### config.mk
export PLATFORM = sky130hd
export DESIGN_NAME = fqos_ctrl
export DESIGN_NICKNAME = d
export VERILOG_FILES = /design/src/sv/fqos_pkg.sv /design/src/sv/fqos_ctrl.sv
export SDC_FILE = /design/constraint.sdc
export NUM_CORES = 1
export LEC_CHECK = 0
export BUFFER_PORTS_ARGS = -buffer_cell sky130_fd_sc_hd__buf_2
export CAP_MARGIN = 20
export CORE_AREA = 2 2 39 41
export CTS_BUF_LIST = sky130_fd_sc_hd__clkbuf_16
export CTS_CLUSTER_SIZE = 24
export DETAILED_ROUTE_END_ITERATION = 6
export DIE_AREA = 0 0 41 43
export PLACE_DENSITY = 0.43
export SYNTH_ARGS = -nofsm -noshare
export SYNTH_HDL_FRONTEND = slang
export SYNTH_SLANG_ARGS = --single-unit
### constraint.sdc
create_clock -name clk -period 2.5 [get_ports clk]
set_input_delay 0.125 -clock clk [delete_from_list [all_inputs] [get_ports clk]]
set_output_delay 0.125 -clock clk [all_outputs]
set_load 0.05 [all_outputs]
### src/sv/fqos_pkg.sv
// Shared constants, payload types and controller/datapath interface structs.
package fqos_pkg;

    localparam int DEPTH     = 256;
    localparam int TAG_BITS  = 16;
    localparam int TIME_BITS = 32;
    localparam int IDX_W     = $clog2(DEPTH);
    localparam int CNT_W     = $clog2(DEPTH + 1);
    localparam int SUM_W     = 64;
    localparam int EXIT_W    = 32;
    localparam int ERR_W     = 2;

    localparam logic [ERR_W-1:0] ERR_NONE  = 2'd0;
    localparam logic [ERR_W-1:0] ERR_EMPTY = 2'd1;
    localparam logic [ERR_W-1:0] ERR_FULL  = 2'd2;

    localparam logic MODE_ENQ = 1'b0;
    localparam logic MODE_DEQ = 1'b1;

    typedef struct packed {
        logic                 mode;
        logic [TAG_BITS-1:0]  packet_tag;
        logic [TIME_BITS-1:0] now;
    } req_t;

    typedef struct packed {
        logic [TAG_BITS-1:0]     out_tag;
        logic [TIME_BITS-1:0]    wait_time;
        logic [ERR_W-1:0]        error;
        logic [CNT_W-1:0]        queue_size;
        logic [CNT_W-1:0]        max_size;
        logic [SUM_W-1:0]        wait_sum;
        logic [EXIT_W-1:0]       exit_count;
        logic signed [SUM_W-1:0] area_sum;
    } rsp_t;

    // controller -> datapath
    typedef struct packed {
        logic             load_item;
        logic             set_result;
        logic [ERR_W-1:0] err_code;
        logic             enq;
        logic             deq_read;
        logic             deq_wait;
        logic             deq_accum;
        logic             load_out;
    } cmd_t;

    // datapath -> controller
    typedef struct packed {
        logic mode;
        logic full;
        logic empty;
        logic out_free;
    } status_t;

endpackage

### src/sv/fqos_ctrl.sv
// Sequencer for one queue operation: accept, execute, read, accumulate, emit.
module fqos_ctrl (
    input  logic                clk,
    input  logic                rst_n,
    input  logic                req_valid,
    output logic                req_stall,
    input  fqos_pkg::status_t   status,
    output fqos_pkg::cmd_t      cmd
);

    typedef enum logic [2:0] {
        S_IDLE,
        S_EXEC,
        S_READ,
        S_ACCUM,
        S_EMIT
    } state_t;

    state_t state_reg, state_next;

    always_comb
    begin
        state_next = state_reg;
        cmd        = '0;
        cmd.err_code = fqos_pkg::ERR_NONE;
        unique case (state_reg)
            S_IDLE:
            begin
                if (req_valid)
                begin
                    cmd.load_item = 1'b1;
                    state_next    = S_EXEC;
                end
            end
            S_EXEC:
            begin
                cmd.set_result = 1'b1;
                state_next     = S_EMIT;
                if (status.mode == fqos_pkg::MODE_ENQ)
                begin
                    if (status.full)
                    begin
                        cmd.err_code = fqos_pkg::ERR_FULL;
                    end
                    else
                    begin
                        cmd.enq = 1'b1;
                    end
                end
                else if (status.empty)
                begin
                    cmd.err_code = fqos_pkg::ERR_EMPTY;
                end
                else
                begin
                    cmd.deq_read = 1'b1;
                    state_next   = S_READ;
                end
            end
            S_READ:
            begin
                cmd.deq_wait = 1'b1;
                state_next   = S_ACCUM;
            end
            S_ACCUM:
            begin
                cmd.deq_accum = 1'b1;
                state_next    = S_EMIT;
            end
            S_EMIT:
            begin
                // hold until the output register is free
                if (status.out_free)
                begin
                    cmd.load_out = 1'b1;
                    state_next   = S_IDLE;
                end
            end
            default:
            begin
                state_next = S_IDLE;
            end
        endcase
    end

    always_ff @(posedge clk or negedge rst_n)
    begin
        if (!rst_n)
        begin
            state_reg <= S_IDLE;
        end
        else
        begin
            state_reg <= state_next;
        end
    end

    assign req_stall = (state_reg != S_IDLE);

endmodule

---- After elaboration in Yosys (flattened, before gate mapping) ----
Cells that the tools add are included.
operators by class
  eq/ne operators ......................... 6
  mux-type cells .......................... 19
  reduce and logical (&&, ||, !) cells .... 3
operators by type and width
  cell                number
  $pmux 3 s5          1
  $mux 3              4
  $mux 1              11
  $eq 3x2->1 const B  2
  $mux 5              1
  $mux 2              2
  $ne 2x2->1 const B  2
  $eq 3x1->1 const B  1
  $eq 3x3->1 const B  1
  $logic_not 3->1     1
  $reduce_bool 3->1   1
  $reduce_and 2->1    1
storage, ports and cells
  flip-flop bits (word level) ............. 3
  input bits .............................. 7
  output and inout bits ................... 10
  word-level logic and storage cells ...... 29

---- Longest topological paths before layout ----
  word-level depth ........................ 3
  gate-level depth with buffers ........... 3
  depth with buffers taken out ............ 3

---- Least setup slack after synthesis ----
No wires, ideal clock.
  path kind ............................... register -> output
  start ................................... reg state_reg[1]
  end ..................................... out cmd[4] (netlist bit)
  data arrival time ....................... 1924 ps
  data required time ...................... 2375 ps
  path slack .............................. 451 ps
  cell stages (with the launch flop) ...... 3
  path buffers ............................ 0
  path through ............................ dfrtp_1 or3b_4 nor3_1
RTL lines
  element                   line             source
  start: declaration        fqos_ctrl.sv:19  state_t state_reg, state_next;
  start signal: assignment  fqos_ctrl.sv:94  state_reg <= state_next;
  end: declaration          fqos_ctrl.sv:8   output fqos_pkg::cmd_t cmd

==> qor.tcl <==
set qor(post-synth-top-area-cell) {dfrtp_1}
set qor(via_count) 256
set qor(synth.top_cells.by_area) {dfrtp_1 (32%), nor3b_2 (11%), nor3b_1 (6.5%)}
set qor(min_to) {state_reg[2]}
set qor(cts.path.max_buffers) 2
set qor(xor_xnor_share_of_the_synthesized_area) 0
set qor(total_leakage_power_nw) 0.222
set qor(crit_path_setup_slack_layout_ns) 0.780
set qor(clk_pin_slew_ns) 0.03
set qor(synth_top_family_by_area) {simple AND/OR/NAND/NOR gates}
set qor(finalNetCount) 53
set qor(hold_path_class) {input port to flop}
set qor(hpwl_dp_um) 419
set qor(post_drt_wl_per_cell_um) 10.0
set qor(dpl.cell_count) 56
set qor(area.growth.synth_to_final_pct) 81.6
set qor(worst-setup-path-type) {flop to output port}
set qor(timing.clock.skew_ns) 0.000373
set qor(ys.warnings.count) 0
set qor(floorplan.initialDensity) 0.167
set qor(critical-path-slowest-cell) {or3b_4}
set qor(synth.net_count) 31
set qor(timing.final.crit_share) 0.688
set qor(drcViolationCount) 0
set qor(vias_per_cell) 4.20
set qor(use_met1) 0.110
set qor(synthMuxAreaShare) 0
set qor(final_util) 0.304
set qor(max_clock_freq_mhz) 581
set qor(worstSkewPairLatency_ns) 0.22
set qor(cp_data_arrival_time_ns) 1.59
set qor(timing.setup.tns_ns) 0
set qor(timing_worst_slew_pin_value_ns) 0.249
set qor(die_area_sq_mm) 0.00176
set qor(grt_start_max_net_pins) 11
set qor(drt_first_iter_violations) 1
set qor(worstReg2RegStart) {state_reg[0]}
set qor(largest_register_ff_count) 3
set qor(num_io_pins) 17
set qor(grt_first_pass_wirelength_mm) 1.05
set qor(placeableCoreArea_sq_mm) 0.00138
set qor(rsz0062_at_grt) {false}
set qor(synthAdderAreaFrac) 0
set qor(drt_pre_antenna_iters) 2
set qor(critPathCaptureType) {output port}
set qor(max_cap_viol_count) 0
set qor(numPortBuffers) 16
set qor(power-per-cell-area_mw_per_mm2) 1590
set qor(cts.sinks) 3
set qor(critical_path.startpoint_type) {flop}
set qor(ir_drop_uv) 668
set qor(hold-path-cell-count) 3
set qor(crit_fanout) 10
set qor(hold_viol) 0
set qor(fin_total_pwr_mw) 0.670
set qor(ctsResizeCount) 0
set qor(die_w_um) 41
set qor(met2_usage) 0.119
set qor(hold_start) {status[0]}
set qor(number_of_global_route_vias_before_repair) 260
set qor(post_place_setup_slack_ns) 1.01
set qor(cts_htree_levels) 1
set qor(regToRegSetupSlack_ns) 1.36
set qor(outcome) {finished, final reports clean}
set qor(cells_after_synthesis) 24
set qor(grt.overflow.total) 0
set qor(ys_seq_elements) 3
set qor(global_route.usage.total) 0.0947
set qor(detail-route-antenna-nets) 0
set qor(cts_tree) {built}
set qor(rr_endpoint) {state_reg[2]}
set qor(slew_headroom) 0.834
set qor(cts_inserted_buffers) 3
set qor(drt_wl_total_um) 613
set qor(ys_seq_area_frac) 0.324
set qor(postSynthAreaPerCell_sq_um) 9.64
set qor(place_congestion) 0.668
set qor(synthDominantCellAreaShare) 0.324
set qor(synth_compound_gate_area_share) 0.0432
set qor(worstPathRequired_ns) 2.38
set qor(critPathMaxStageDelay_ns) 0.46
set qor(timing.final.max_slew_violations) 0
set qor(synth_area_sq_um) 231
set qor(reg2regPathDepth) 2
set qor(diode_count) 0
set qor(cts.root.buffer_cell) {clkbuf_16}
set qor(timing.final.setup_violations) 0
set qor(grt.busiest_layer) {met2}
set qor(post_synth_and_or_nand_nor_area_fraction) 0.600
set qor(grt_antenna_before_repair) 0
set qor(crit_path_cell_trace) {or3b_4, nor3b_2, buf_2}
set qor(fp-row-count) 14
set qor(floorplan.die.height_um) 43
set qor(final.min_clock_period_ns) 1.72
set qor(groute.layer.met3.usage) 0.0524
set qor(layout.cells.non_filler) 61
set qor(post_route_cells_drive_above_1_share) 0.556
set qor(library_cells_used_by_synthesis) 18
[cell families after synthesis]
family | Yosys count
buf+inv | 2
flops | 3
simple gates | 17
compound gates | 2
[cells in the mapped netlist]
cell type,number
or3_1,1
nor3b_2,2
nor3b_1,2
and3b_2,1
nand2b_1,1
a21oi_1,1
nor3_1,2
inv_1,1
inv_2,1
or2b_1,1
nor2_1,2
or3b_4,1
o21ai_1,1
or4b_1,1
nand4bb_1,1
and4bb_2,1
dfrtp_1,3
and3_1,1
[cell usage in the layout, fill, tap and decap left out]
master         count
nand2b_1           1
and4bb_2           1
nor2_1             2
clkbuf_16          3
nor3b_2            2
inv_1              2
a21oi_1            1
o21ai_1            1
dfrtp_1            3
and3b_2            1
and3_1             1
buf_2             16
or2b_1             1
or3_1              1
nand4bb_1          1
nor3b_1            2
inv_2              1
dlygate4sd3_1      1
nor3_1             2
or3b_4             1
or4b_1             1
[how the worst max path moves through the flow]
stage                  from      to  slack, ns  cells after the start
6_report       state_reg[1]  cmd[6]       0.78                      3
5_1_grt        state_reg[0]  cmd[3]       0.69                      3
4_1_cts        state_reg[1]  cmd[5]       0.77                      4
3_5_place_dp   state_reg[1]  cmd[5]       1.01                      4
3_3_place_gp   state_reg[1]  cmd[5]       1.00                      4
2_1_floorplan  state_reg[1]  cmd[4]       0.45                      2
[critical path: cells and delay by family (launching register included)]
kind                   cells  cell delay [ns]
and+or+nand+nor            2             0.64
DFF                        1             0.45
buffers and inverters      1             0.28
[final cells by class]
class	count	area (sq um)
clock buffers	3	75.1
clock inverters	1	3.75
fillers	145	963
inverters	2	7.51
multi-input cells	19	149
flip-flops and latches	3	75.1
well taps	16	20.0
repair buffers	17	90.1
[per-stage QoR]
step | hold WS [ns] | cell area [sq um]
after floorplan | -0.171 | 231
after global placement | -0.0748 | 332
after detailed placement | -0.0771 | 332
after CTS | 0.180 | 420
after global routing | 0.195 | 420
final | 0.180 | 420
[routing by layer]
layer	vias to the layer above	share of wire	wire, um
met1	104	0.44	269
met5	-	0	0
li1	133	-	-
met4	0	0	0
met2	19	0.41	254
met3	0	0.15	89
[repair_timing]
item / in CTS / in global routing
endpoints found under the hold margin: 3 / 0
hold buffers: 1 / 0
setup buffers: 0 / 0
[report_power, final]
group / total (mW) / internal (mW) / switching [mW]
registers: 0.108 / 0.0683 / 0.0402
logic: 0.311 / 0.0937 / 0.218
clock network: 0.250 / 0.206 / 0.0439
(Power assumes the default switching activity.)
